### config.mk
export PLATFORM = sky130hd
export DESIGN_NAME = radix_number_formatter_flat
export DESIGN_NICKNAME = d
export VERILOG_FILES = /design/src/rtl/rnf_pkg.sv /design/src/rtl/rnf_if.sv /design/src/rtl/radix_number_formatter.sv /design/src/rtl/rnf_ram.sv /design/src/flat_wrapper.sv
export VERILOG_INCLUDE_DIRS = /design/src /design/src/rtl
export SDC_FILE = /design/constraint.sdc
export NUM_CORES = 2
export LEC_CHECK = 0
export BUFFER_PORTS_ARGS = -buffer_cell sky130_fd_sc_hd__buf_4
export CAP_MARGIN = 20
export CORE_MARGIN = 8
export CORE_UTILIZATION = 50
export DETAILED_ROUTE_END_ITERATION = 16
export PLACE_DENSITY = 0.73
export SYNTH_ARGS = -nofsm -noshare
export SYNTH_HDL_FRONTEND = slang
export SYNTH_SLANG_ARGS = --single-unit
export TNS_END_PERCENT = 50
### constraint.sdc
create_clock -name i_clk -period 10 [get_ports i_clk]
set_clock_uncertainty 0.15 [all_clocks]
set_input_delay 0.5 -clock i_clk [delete_from_list [all_inputs] [get_ports i_clk]]
set_output_delay 0.5 -clock i_clk [all_outputs]
set_load 0.01 [all_outputs]
### src/rtl/radix_number_formatter_macros.svh
// Assertion macros for the radix number formatter.
// Included by the top level; the macros use its i_clk and i_rst_n.
`ifndef RADIX_NUMBER_FORMATTER_MACROS_SVH
`define RADIX_NUMBER_FORMATTER_MACROS_SVH

// Consequent must hold in the same cycle as the antecedent.
`define RNF_CHECK(label, ante, cons, msg) \
    label: assert property (@(posedge i_clk) disable iff (!i_rst_n) (ante) |-> (cons)) \
        else $error(msg);

// Consequent must hold in the cycle after the antecedent.
`define RNF_CHECK_NEXT(label, ante, cons, msg) \
    label: assert property (@(posedge i_clk) disable iff (!i_rst_n) (ante) |=> (cons)) \
        else $error(msg);

`endif

### src/rtl/rnf_pkg.sv
// Shared types, codes and character helpers for the radix number formatter.
// Depends on nothing; used by the channel interfaces and the top level.
package rnf_pkg;

    localparam int CHAR_W      = 7;
    localparam int DIGIT_W     = 4;
    localparam int RADIX_W     = 5;
    localparam int CFG_INDEX_W = 2;
    localparam int CFG_DATA_W  = 5;
    localparam int DECIMAL     = 10;
    localparam int RADIX_MIN   = 2;
    localparam int RADIX_MAX   = 16;

    localparam logic [CFG_INDEX_W-1:0] REG_RADIX           = 2'd0;
    localparam logic [CFG_INDEX_W-1:0] REG_FRACTION_DIGITS = 2'd1;

    localparam logic [CHAR_W-1:0] CHAR_ZERO  = 7'h30;
    localparam logic [CHAR_W-1:0] CHAR_A     = 7'h41;
    localparam logic [CHAR_W-1:0] CHAR_POINT = 7'h2E;
    localparam logic [CHAR_W-1:0] CHAR_MINUS = 7'h2D;

    typedef logic [CHAR_W-1:0] t_char;

    function automatic t_char digit_char(input logic [DIGIT_W-1:0] d);
        t_char c;
        if (d < DIGIT_W'(DECIMAL)) begin
            c = CHAR_ZERO + CHAR_W'(d);
        end else begin
            c = CHAR_A + CHAR_W'(d) - CHAR_W'(DECIMAL);
        end
        return c;
    endfunction

endpackage

### src/rtl/rnf_if.sv
// Valid/ready channel interfaces of the radix number formatter:
// number input, character output and register writes. Uses rnf_pkg.
interface rnf_in_if #(
    parameter int WHOLE_BITS    = 31,
    parameter int FRACTION_BITS = 32
);
    logic                     valid;
    logic                     ready;
    logic                     is_negative;
    logic [WHOLE_BITS-1:0]    whole_magnitude;
    logic [FRACTION_BITS-1:0] fraction_magnitude;

    modport source(output valid, is_negative, whole_magnitude, fraction_magnitude,
                   input ready);
    modport sink(input valid, is_negative, whole_magnitude, fraction_magnitude,
                 output ready);
endinterface

interface rnf_out_if;
    import rnf_pkg::*;

    logic              valid;
    logic              ready;
    logic [CHAR_W-1:0] text_char;
    logic              last_char;

    modport source(output valid, text_char, last_char, input ready);
    modport sink(input valid, text_char, last_char, output ready);
endinterface

interface rnf_cfg_if;
    import rnf_pkg::*;

    logic                   valid;
    logic                   ready;
    logic [CFG_INDEX_W-1:0] index;
    logic [CFG_DATA_W-1:0]  data;

    modport source(output valid, index, data, input ready);
    modport sink(input valid, index, data, output ready);
endinterface

### src/rtl/radix_number_formatter.sv
// Radix number formatter top level: converts sign, integer and fraction
// into base-N ASCII text. Uses rnf_pkg, rnf_if.sv, rnf_ram and the macros header.
//
//  channel   direction  beat contents
//  i_in      in         is_negative, whole_magnitude, fraction_magnitude
//  o_out     out        text_char, last_char
//  i_cfg     in         index, data (0: radix, 1: fraction_digits)
//
// Every digit passes through the shared multiplier into a registered product
// (a reciprocal multiply per integer digit, a radix multiply per fraction digit)
// and is then corrected and stored. Characters leave one a cycle from the digit
// RAM while the output accepts them.
// Reset (synchronous, active low) sets radix 10 and a fraction digit count of zero.
// The input is held off while a number is in work; a stalled output only
// pauses emission, and a new number is taken while the last character waits.
`include "radix_number_formatter_macros.svh"

module radix_number_formatter #(
    parameter int WHOLE_BITS          = 31,
    parameter int FRACTION_BITS       = 32,
    parameter int MAX_FRACTION_DIGITS = 24
) (
    input  logic      i_clk,
    input  logic      i_rst_n,
    rnf_in_if.sink    i_in,
    rnf_out_if.source o_out,
    rnf_cfg_if.sink   i_cfg
);
    import rnf_pkg::*;

    localparam int BUF_DEPTH = WHOLE_BITS + MAX_FRACTION_DIGITS;
    localparam int AW        = $clog2(BUF_DEPTH);
    localparam int CW        = $clog2(WHOLE_BITS + 1);
    localparam int KW        = $clog2(MAX_FRACTION_DIGITS + 1);
    localparam int MAX_W     = (WHOLE_BITS > FRACTION_BITS) ? WHOLE_BITS : FRACTION_BITS;
    localparam int PROD_W    = MAX_W + WHOLE_BITS;
    localparam logic [WHOLE_BITS:0] RECIP_ONE = {1'b1, {WHOLE_BITS{1'b0}}};

    typedef enum logic [3:0] {
        S_IDLE,
        S_INT_MUL,
        S_INT_FIX,
        S_FRAC_MUL,
        S_FRAC_FIX,
        S_OUT_START,
        S_OUT_SIGN,
        S_OUT_ZERO,
        S_OUT_INT,
        S_OUT_POINT,
        S_OUT_FRAC
    } t_state;

    t_state                   r_state, n_state;
    logic [RADIX_W-1:0]       r_radix, n_radix;
    logic [CFG_DATA_W-1:0]    r_fd, n_fd;
    logic                     r_sign, n_sign;
    logic [WHOLE_BITS-1:0]    r_q, n_q;
    logic [FRACTION_BITS-1:0] r_f, n_f;
    logic [PROD_W-1:0]        r_prod, n_prod;
    logic [CW-1:0]            r_cnt, n_cnt;
    logic [KW-1:0]            r_fi, n_fi;
    logic [KW-1:0]            r_keep, n_keep;
    logic [AW-1:0]            r_idx, n_idx;
    logic                     r_out_valid, n_out_valid;
    t_char                    r_out_char, n_out_char;
    logic                     r_out_last, n_out_last;

    // Shared multiplier operands.
    logic [MAX_W-1:0]         mul_a;
    logic [WHOLE_BITS-1:0]    mul_b;
    logic [WHOLE_BITS-1:0]    recip;

    // Integer digit correction.
    logic [WHOLE_BITS-1:0]    q_est;
    logic [WHOLE_BITS+RADIX_W-1:0] qr_wide;
    logic [WHOLE_BITS-1:0]    rem_full;
    logic [5:0]               rem6;
    logic [WHOLE_BITS-1:0]    q_next;
    logic [DIGIT_W-1:0]       int_digit;

    // Fraction digit development.
    logic [DIGIT_W-1:0]       frac_hi;
    logic [RADIX_W-1:0]       frac_rnd;
    logic [RADIX_W-1:0]       frac_clamped;
    logic [RADIX_W-1:0]       nd;
    logic                     frac_is_last;
    logic [DIGIT_W-1:0]       frac_digit;

    logic                     we;
    logic [AW-1:0]            wr_addr;
    logic [DIGIT_W-1:0]       wr_digit;
    logic [DIGIT_W-1:0]       rd_digit;
    logic [AW-1:0]            frac_last_addr;
    logic                     can_push;
    logic                     push;
    t_char                    push_char;
    logic                     push_last;
    logic [CFG_DATA_W-1:0]    cfg_v;

    rnf_ram #(
        .WIDTH (DIGIT_W),
        .DEPTH (BUF_DEPTH),
        .ADDR_W(AW)
    ) u_digits (
        .i_clk  (i_clk),
        .i_we   (we),
        .i_waddr(wr_addr),
        .i_wdata(wr_digit),
        .i_raddr(n_idx),
        .o_rdata(rd_digit)
    );

    // Truncated reciprocal 2^WHOLE_BITS / radix; the estimate is low by at most one.
    always_comb begin
        case (r_radix)
            5'd2:    recip = WHOLE_BITS'(RECIP_ONE / 2);
            5'd3:    recip = WHOLE_BITS'(RECIP_ONE / 3);
            5'd4:    recip = WHOLE_BITS'(RECIP_ONE / 4);
            5'd5:    recip = WHOLE_BITS'(RECIP_ONE / 5);
            5'd6:    recip = WHOLE_BITS'(RECIP_ONE / 6);
            5'd7:    recip = WHOLE_BITS'(RECIP_ONE / 7);
            5'd8:    recip = WHOLE_BITS'(RECIP_ONE / 8);
            5'd9:    recip = WHOLE_BITS'(RECIP_ONE / 9);
            5'd10:   recip = WHOLE_BITS'(RECIP_ONE / 10);
            5'd11:   recip = WHOLE_BITS'(RECIP_ONE / 11);
            5'd12:   recip = WHOLE_BITS'(RECIP_ONE / 12);
            5'd13:   recip = WHOLE_BITS'(RECIP_ONE / 13);
            5'd14:   recip = WHOLE_BITS'(RECIP_ONE / 14);
            5'd15:   recip = WHOLE_BITS'(RECIP_ONE / 15);
            5'd16:   recip = WHOLE_BITS'(RECIP_ONE / 16);
            default: recip = '0;
        endcase
    end

    always_comb begin
        if (r_state == S_INT_MUL) begin
            mul_a = MAX_W'(r_q);
            mul_b = recip;
        end else begin
            mul_a = MAX_W'(r_f);
            mul_b = WHOLE_BITS'(r_radix);
        end
        n_prod = PROD_W'(mul_a) * PROD_W'(mul_b);
    end

    always_comb begin
        q_est    = r_prod[WHOLE_BITS +: WHOLE_BITS];
        qr_wide  = (WHOLE_BITS + RADIX_W)'(q_est) * (WHOLE_BITS + RADIX_W)'(r_radix);
        rem_full = r_q - qr_wide[WHOLE_BITS-1:0];
        rem6     = rem_full[5:0];
        if (rem6 >= 6'(r_radix)) begin
            int_digit = DIGIT_W'(rem6 - 6'(r_radix));
            q_next    = q_est + WHOLE_BITS'(1);
        end else begin
            int_digit = DIGIT_W'(rem6);
            q_next    = q_est;
        end
    end

    always_comb begin
        nd           = (r_fd == '0) ? RADIX_W'(1) : RADIX_W'(r_fd);
        frac_is_last = (6'(r_fi) + 6'd1) == 6'(nd);
        frac_hi      = r_prod[FRACTION_BITS +: DIGIT_W];
        // Round half up on the last digit, then keep it below the radix.
        frac_rnd     = RADIX_W'(frac_hi) + RADIX_W'(r_prod[FRACTION_BITS-1]);
        frac_clamped = (frac_rnd >= r_radix) ? (r_radix - RADIX_W'(1)) : frac_rnd;
        frac_digit   = frac_is_last ? DIGIT_W'(frac_clamped) : frac_hi;
    end

    always_comb begin
        we       = (r_state == S_INT_FIX) || (r_state == S_FRAC_FIX);
        wr_addr  = (r_state == S_INT_FIX) ? AW'(r_cnt) : AW'(WHOLE_BITS) + AW'(r_fi);
        wr_digit = (r_state == S_INT_FIX) ? int_digit : frac_digit;
    end

    assign frac_last_addr = AW'(WHOLE_BITS) + AW'(r_keep) - AW'(1);
    assign can_push       = !r_out_valid || o_out.ready;
    assign cfg_v          = i_cfg.data;

    always_comb begin
        n_state   = r_state;
        n_radix   = r_radix;
        n_fd      = r_fd;
        n_sign    = r_sign;
        n_q       = r_q;
        n_f       = r_f;
        n_cnt     = r_cnt;
        n_fi      = r_fi;
        n_keep    = r_keep;
        n_idx     = r_idx;
        push      = 1'b0;
        push_char = CHAR_ZERO;
        push_last = 1'b0;

        if (i_cfg.valid) begin
            unique case (i_cfg.index)
                REG_RADIX: begin
                    if (cfg_v < CFG_DATA_W'(RADIX_MIN)) begin
                        n_radix = RADIX_W'(RADIX_MIN);
                    end else if (cfg_v > CFG_DATA_W'(RADIX_MAX)) begin
                        n_radix = RADIX_W'(RADIX_MAX);
                    end else begin
                        n_radix = RADIX_W'(cfg_v);
                    end
                end
                REG_FRACTION_DIGITS: begin
                    if (32'(cfg_v) > MAX_FRACTION_DIGITS) begin
                        n_fd = CFG_DATA_W'(MAX_FRACTION_DIGITS);
                    end else begin
                        n_fd = cfg_v;
                    end
                end
                default: ;
            endcase
        end

        unique case (r_state)
            S_IDLE: begin
                if (i_in.valid) begin
                    n_q    = i_in.whole_magnitude;
                    n_f    = i_in.fraction_magnitude;
                    n_sign = i_in.is_negative &&
                             (i_in.whole_magnitude != '0 || i_in.fraction_magnitude != '0);
                    n_cnt  = '0;
                    n_fi   = '0;
                    n_keep = '0;
                    if (i_in.whole_magnitude != '0) begin
                        n_state = S_INT_MUL;
                    end else if (i_in.fraction_magnitude != '0) begin
                        n_state = S_FRAC_MUL;
                    end else begin
                        n_state = S_OUT_START;
                    end
                end
            end
            S_INT_MUL: begin
                n_state = S_INT_FIX;
            end
            S_INT_FIX: begin
                n_q   = q_next;
                n_cnt = r_cnt + CW'(1);
                if (q_next != '0 && (32'(r_cnt) + 1) < WHOLE_BITS) begin
                    n_state = S_INT_MUL;
                end else if (r_f != '0) begin
                    n_state = S_FRAC_MUL;
                end else begin
                    n_state = S_OUT_START;
                end
            end
            S_FRAC_MUL: begin
                n_state = S_FRAC_FIX;
            end
            S_FRAC_FIX: begin
                n_f  = r_prod[FRACTION_BITS-1:0];
                n_fi = r_fi + KW'(1);
                if (frac_digit != '0) begin
                    n_keep = r_fi + KW'(1);
                end
                n_state = frac_is_last ? S_OUT_START : S_FRAC_MUL;
            end
            S_OUT_START: begin
                // Point the read port at the most significant integer digit.
                n_idx = AW'(r_cnt) - AW'(1);
                if (r_sign) begin
                    n_state = S_OUT_SIGN;
                end else if (r_cnt == '0) begin
                    n_state = S_OUT_ZERO;
                end else begin
                    n_state = S_OUT_INT;
                end
            end
            S_OUT_SIGN: begin
                if (can_push) begin
                    push      = 1'b1;
                    push_char = CHAR_MINUS;
                    n_state   = (r_cnt == '0) ? S_OUT_ZERO : S_OUT_INT;
                end
            end
            S_OUT_ZERO: begin
                if (can_push) begin
                    push      = 1'b1;
                    push_char = CHAR_ZERO;
                    push_last = (r_keep == '0);
                    n_idx     = AW'(WHOLE_BITS);
                    n_state   = (r_keep == '0) ? S_IDLE : S_OUT_POINT;
                end
            end
            S_OUT_INT: begin
                if (can_push) begin
                    push      = 1'b1;
                    push_char = digit_char(rd_digit);
                    if (r_idx == '0) begin
                        push_last = (r_keep == '0);
                        n_idx     = AW'(WHOLE_BITS);
                        n_state   = (r_keep == '0) ? S_IDLE : S_OUT_POINT;
                    end else begin
                        n_idx = r_idx - AW'(1);
                    end
                end
            end
            S_OUT_POINT: begin
                if (can_push) begin
                    push      = 1'b1;
                    push_char = CHAR_POINT;
                    n_state   = S_OUT_FRAC;
                end
            end
            S_OUT_FRAC: begin
                if (can_push) begin
                    push      = 1'b1;
                    push_char = digit_char(rd_digit);
                    if (r_idx == frac_last_addr) begin
                        push_last = 1'b1;
                        n_state   = S_IDLE;
                    end else begin
                        n_idx = r_idx + AW'(1);
                    end
                end
            end
            default: n_state = S_IDLE;
        endcase

        if (push) begin
            n_out_valid = 1'b1;
            n_out_char  = push_char;
            n_out_last  = push_last;
        end else begin
            n_out_valid = r_out_valid && !o_out.ready;
            n_out_char  = r_out_char;
            n_out_last  = r_out_last;
        end
    end

    always_ff @(posedge i_clk) begin
        if (!i_rst_n) begin
            r_state     <= S_IDLE;
            r_radix     <= RADIX_W'(DECIMAL);
            r_fd        <= '0;
            r_out_valid <= 1'b0;
        end else begin
            r_state     <= n_state;
            r_radix     <= n_radix;
            r_fd        <= n_fd;
            r_out_valid <= n_out_valid;
        end
        r_sign     <= n_sign;
        r_q        <= n_q;
        r_f        <= n_f;
        r_prod     <= n_prod;
        r_cnt      <= n_cnt;
        r_fi       <= n_fi;
        r_keep     <= n_keep;
        r_idx      <= n_idx;
        r_out_char <= n_out_char;
        r_out_last <= n_out_last;
    end

    assign i_in.ready      = (r_state == S_IDLE);
    assign i_cfg.ready     = 1'b1;
    assign o_out.valid     = r_out_valid;
    assign o_out.text_char = r_out_char;
    assign o_out.last_char = r_out_last;

    `RNF_CHECK(a_digit_below_radix, we, RADIX_W'(wr_digit) < r_radix, "digit not below radix")
    `RNF_CHECK_NEXT(a_q_shrinks, r_state == S_INT_FIX, r_q < $past(r_q), "quotient not reduced")
    `RNF_CHECK(a_frac_bound, r_state == S_FRAC_FIX, 6'(r_fi) < 6'(nd), "fraction index too high")

endmodule

### src/rtl/rnf_ram.sv
// Generic single-write, single-read RAM with registered read data.
// Depends on nothing.
module rnf_ram #(
    parameter int WIDTH  = 4,
    parameter int DEPTH  = 55,
    parameter int ADDR_W = $clog2(DEPTH)
) (
    input  logic              i_clk,
    input  logic              i_we,
    input  logic [ADDR_W-1:0] i_waddr,
    input  logic [WIDTH-1:0]  i_wdata,
    input  logic [ADDR_W-1:0] i_raddr,
    output logic [WIDTH-1:0]  o_rdata
);

    logic [WIDTH-1:0] r_mem [DEPTH];
    logic [WIDTH-1:0] r_rdata;

    always_ff @(posedge i_clk) begin
        if (i_we) begin
            r_mem[i_waddr] <= i_wdata;
        end
        r_rdata <= r_mem[i_raddr];
    end

    assign o_rdata = r_rdata;

endmodule
### src/flat_wrapper.sv
// flat-port wrapper written by rule: the top's interface ports become plain ports
module radix_number_formatter_flat import rnf_pkg::*;
#(
    parameter int WHOLE_BITS          = 31,
    parameter int FRACTION_BITS       = 32,
    parameter int MAX_FRACTION_DIGITS = 24
)
  (i_clk, i_rst_n, i_in_valid, i_in_is_negative, i_in_whole_magnitude, i_in_fraction_magnitude, i_in_ready, o_out_valid, o_out_text_char, o_out_last_char, o_out_ready, i_cfg_valid, i_cfg_index, i_cfg_data, i_cfg_ready);
  rnf_in_if #(.WHOLE_BITS(WHOLE_BITS), .FRACTION_BITS(FRACTION_BITS)) i_in_i ();
  rnf_out_if o_out_i ();
  rnf_cfg_if i_cfg_i ();
  input  logic i_clk;
  input  logic i_rst_n;
  input wire logic [$bits(i_in_i.valid)-1:0] i_in_valid;
  input wire logic [$bits(i_in_i.is_negative)-1:0] i_in_is_negative;
  input wire logic [$bits(i_in_i.whole_magnitude)-1:0] i_in_whole_magnitude;
  input wire logic [$bits(i_in_i.fraction_magnitude)-1:0] i_in_fraction_magnitude;
  output wire logic [$bits(i_in_i.ready)-1:0] i_in_ready;
  output wire logic [$bits(o_out_i.valid)-1:0] o_out_valid;
  output wire logic [$bits(o_out_i.text_char)-1:0] o_out_text_char;
  output wire logic [$bits(o_out_i.last_char)-1:0] o_out_last_char;
  input wire logic [$bits(o_out_i.ready)-1:0] o_out_ready;
  input wire logic [$bits(i_cfg_i.valid)-1:0] i_cfg_valid;
  input wire logic [$bits(i_cfg_i.index)-1:0] i_cfg_index;
  input wire logic [$bits(i_cfg_i.data)-1:0] i_cfg_data;
  output wire logic [$bits(i_cfg_i.ready)-1:0] i_cfg_ready;
  assign i_in_i.valid = i_in_valid;
  assign i_in_i.is_negative = i_in_is_negative;
  assign i_in_i.whole_magnitude = i_in_whole_magnitude;
  assign i_in_i.fraction_magnitude = i_in_fraction_magnitude;
  assign i_in_ready = i_in_i.ready;
  assign o_out_valid = o_out_i.valid;
  assign o_out_text_char = o_out_i.text_char;
  assign o_out_last_char = o_out_i.last_char;
  assign o_out_i.ready = o_out_ready;
  assign i_cfg_i.valid = i_cfg_valid;
  assign i_cfg_i.index = i_cfg_index;
  assign i_cfg_i.data = i_cfg_data;
  assign i_cfg_ready = i_cfg_i.ready;
  radix_number_formatter #(.WHOLE_BITS(WHOLE_BITS), .FRACTION_BITS(FRACTION_BITS), .MAX_FRACTION_DIGITS(MAX_FRACTION_DIGITS)) u_core (.i_clk(i_clk), .i_rst_n(i_rst_n), .i_in(i_in_i), .o_out(o_out_i), .i_cfg(i_cfg_i));
endmodule
==> impl_summary.txt <==
----------------------------------------------------
[Layout]
  Multi-input gate area ... ~35000 sq um
  NumNets Final ... 6516
  Layout cell share with drive strength beyond 1 ... 0.06192
  Area of all placed cells without fillers ... 54690 sq um
  Syn-to-layout area delta ... 7.291%
  Layout fillers ... 8954
  Storage cell area ... about 11000 sq um

[Yosys]
  Netlist cell types ... 95
  Synth cell count leaders ... 876 x inv_1, 873 x fa_1, 810 x nand2_1
  Instance count of the mapped netlist ... 5290
  Number of warnings issued by yosys ... 0
  Average size of a mapped cell ... 9.635 sq um
  Top post-synthesis cells by area ... fa_1 34%, edfxtp_1 18%, ha_1 7.0%, inv_1 6.5%, nand2_1 6.0%
  Dominant register cell in the synthesized netlist ... edfxtp_1
  Area share of the largest cell type after synthesis ... 0.3429
  Most used standard cell by instance count after synthesis ... inv_1
  EDFF count, synth ... between 300 and 400
  Fraction of registers with async set or reset after synthesis ... 0
  Register bit total from synthesis ... 415
  Library cell occupying the most area in the post-synthesis netlist ... fa_1
  Post-synthesis sequential area ratio ... 0.2233
  Area of the mapped netlist ... ~51000 sq um

[Place]
  HPWL after detailed placement ... 132600 um
  Instance area at placement ... roughly 53000 sq um
  IO buf count ... 85
  Placer congestion estimate ... 1.057

[Global route]
  Most Used Layer, Global Route ... met2
  Routing usage on met3 ... 0.09360
  Wire length of the first global-routing pass ... 251500 um
  Number of global-route vias before repair ... 40710
  Total congestion overflow after global routing ... 0
  GR Layer Usage met2 ... 0.4586
  Met1 global-route usage ... 0.3743
  Initial antenna violation count ... 11
  Pin count of the biggest net entering global routing ... 106
  GRT Resource Usage Total ... 0.2951

[STA]
  Actual slew at the worst max-slew pin ... roughly 1200 ps
  Count of pins over their slew limit ... 0
  Clock period minus worst slack ... 9658 ps
  Final hold violation count ... 0
  RSZ-0062 raised after global routing ... no
  Maximum clock frequency ... 0.1035 GHz
  Setup total negative slack ... 0 ps
  Worst max-slew margin expressed relative to the limit ... 0.1777
  Final setup fails ... 0
  Part of the cycle the worst path needs ... 0.9658

[Run status]
  Status ... complete, no violations

[Clock network]
  Number of clock sinks ... between 400 and 500
  Total clock buffers created by CTS ... 41
  Quantity of hold-fixing buffers added after cts ... 0
  Master cell of the clock root buffer ... clkbuf_16
  Clock tree from TritonCTS ... yes
  H-tree depth ... 2
  Largest buffer count on any clock path ... 3
  Clk pin slew, worst setup/hold paths ... 70 ps
  Later-pin clock latency in the skew report ... 570 ps

[Power]
  Leak ... 25.61 nW
  Power per Cell Area ... approximately 360 nW/um^2
  Post-layout power ... between 15 and 20 mW
  Worst VDD drop ... 0.5099 mV

[Flow run]
  Max capacitance violation total ... 0

[Worst setup path]
  Worst endpoint required time ... 10290 ps
  Type of the setup path with the least slack ... register to register
  Cell family with most CP delay ... adder cells
  Cell seen most often among critical-path stages ... fa_1
  Arrival time of the worst setup path ... 9940 ps
  Buf+Inv Stages, Crit Path ... 4
  Capturing element type of the critical path ... register
  Maximum net fanout on the critical path ... 40
  Library cell contributing the largest single delay on the critical path ... and3_1
  Worst Setup Start Kind ... register
  Peak per-stage delay on the critical path ... 740 ps

[Drt]
  Average wire per standard cell ... 24.72 um
  Number of vias per cell ... 5.837
  Antenna-violating nets left ... 0
  1st-pass router iterations ... 9
  Drt initial violations ... 3946
  DRC errors left ... 0
  Final wirelength ... about 170000 um
  Number of vias after detailed routing ... 39030

[Floorplanning]
  Placeable Area ... approximately 100000 sq um
  Die Outline Area ... around 110000 sq um
  Die X-Extent ... 335.3 um
  # IOs ... 87
  Die height ... between 300 and 400 um
  Starting density of the core ... 0.5024
  Number of placement rows ... approximately 120

[Worst hold path]
  Path class of the lowest-slack min-delay path ... input port to register

----------------------------------------------------
==> report_power, final <==
| group | switching (mW) | internal [mW] |
|---|---|---|
| Clock | 0.705 | 0.909 |
| Sequential | 0.326 | 2.44 |
| Combinational | 9.63 | 5.82 |
| Total | 10.7 | 9.17 |
==> layer usage <==
layer  share of wire  vias up  wire, um
met1            0.37    19450     60590
li1                -    16720         -
met2            0.45     2299     73580
met5         0.00050        -        83
met3            0.13      546     20930
met4           0.061       10     10070
==> path summary, 6_finish.rpt <==
path	startpoint	endpoint	slack [ps]	depth (start not counted)
min reg2reg	u_core.r_prod[7]$_DFF_P_	u_core.r_f[7]$_DFFE_PP_	340	2
min	i_in_fraction_magnitude[7]	u_core.r_f[7]$_DFFE_PP_	60	3
max	u_core.r_state[2]$_SDFFE_PN0P_	u_core.r_prod[61]$_DFF_P_	340	26
max reg2reg	u_core.r_state[2]$_SDFFE_PN0P_	u_core.r_prod[61]$_DFF_P_	340	26
==> state kept, by name (all words and copies together) (netlist names) <==
| name | count |
|---|---|
| u_core.r_fi | 5 |
| u_core.o_out.last_char | 1 |
| u_core.recip | 21 |
| u_core.r_prod | 62 |
| u_core.r_f | 32 |
| u_core.r_state | 4 |
| u_core.o_out.text_char | 7 |
| u_core.r_keep | 5 |
| u_core.u_digits.r_mem | 220 |
| u_core.r_cnt | 5 |
| u_core.r_q | 31 |
| u_core.r_radix | 5 |
| u_core.r_fd | 5 |
| u_core.r_idx | 6 |
| u_core.r_sign | 1 |
| u_core.u_digits.o_rdata | 4 |
| u_core.o_out.valid | 1 |
==> what timing repair did <==
action | CTS | global route
setup endpoints to repair | 0 | 6
buffers inserted | 0 | 0
gates resized for setup | 0 | 3
==> stage by stage <==
stage,instances,setup slack (ps),hold WS [ps],util
floorplan,5313,1004,313.6,-
global placement,6605,421.8,324.1,0.5250
detailed placement,6605,216.7,327.5,0.5250
CTS,6680,151.8,42.38,0.5388
global route,6681,25.68,64.43,0.5389
finish,6686,341.9,63.88,0.5391
==> cells in the final DEF (no fill, tap or decap), drive strengths merged, types with 8 or more instances in the layout <==
cell type	instances
inv	883
fa	873
nand2	810
and2	327
edfxtp	307
ha	286
nor2	210
buf	206
a21oi	164
nand3	161
and3	133
dfxtp	108
o21ai	96
xnor2	92
a21o	62
clkbuf	53
xor2	49
mux2i	47
nor4	39
nor3	39
nand4	29
conb	25
a31oi	24
nor2b	23
a211oi	22
nand2b	19
o21bai	16
a21boi	13
o21a	12
clkinv	11
and4	10
mux2	10
o22ai	9
a2111oi	9
a211o	8
o31ai	8
==> area by class of cell <==
cell class              instances  share of cell area
flip-flops and latches        415              0.2081
inverters                     881             0.06049
repair buffers                206             0.02942
diodes                          5           0.0002288
clock inverters                22            0.005239
well taps                    1368             0.03130
multi-input cells            3736              0.6448
clock buffers                  53             0.02036
==> kinds of logic (layout without fill, tap and decap cells) <==
family	count (synthesis)	in the layout	synth area share
and+or+nand+nor	1838	1838	0.1732
buffers and inverters	1162	1162	0.08835
adders and majority gates	1160	1160	0.4133
AOI/OAI and AO/OA	515	515	0.06596
DFF	415	415	0.2233
xor gates and xnor gates	141	141	0.02423
muxes	57	57	0.01151
other	2	30	0.0001473
==> worst reg2reg max path: stages (launching register included) <==
cell and delay, ps:
dfxtp_1 500, nor2_2 240, buf_12 220, and3_1 780
buf_4 350, and2_1 170, fa_1 440, fa_1 520
inv_1 50, fa_1 490, fa_1 510, fa_1 670
inv_1 80, fa_1 400, fa_1 540, fa_1 420
ha_1 360, a21o_1 200, a21o_1 170, a21oi_1 490
nand3_1 180, a21oi_2 340, a211o_1 180, a31oi_1 170
o211ai_1 430, a211oi_1 140, a311o_1 340
No activity file was read; power rests on OpenSTA's default activity.
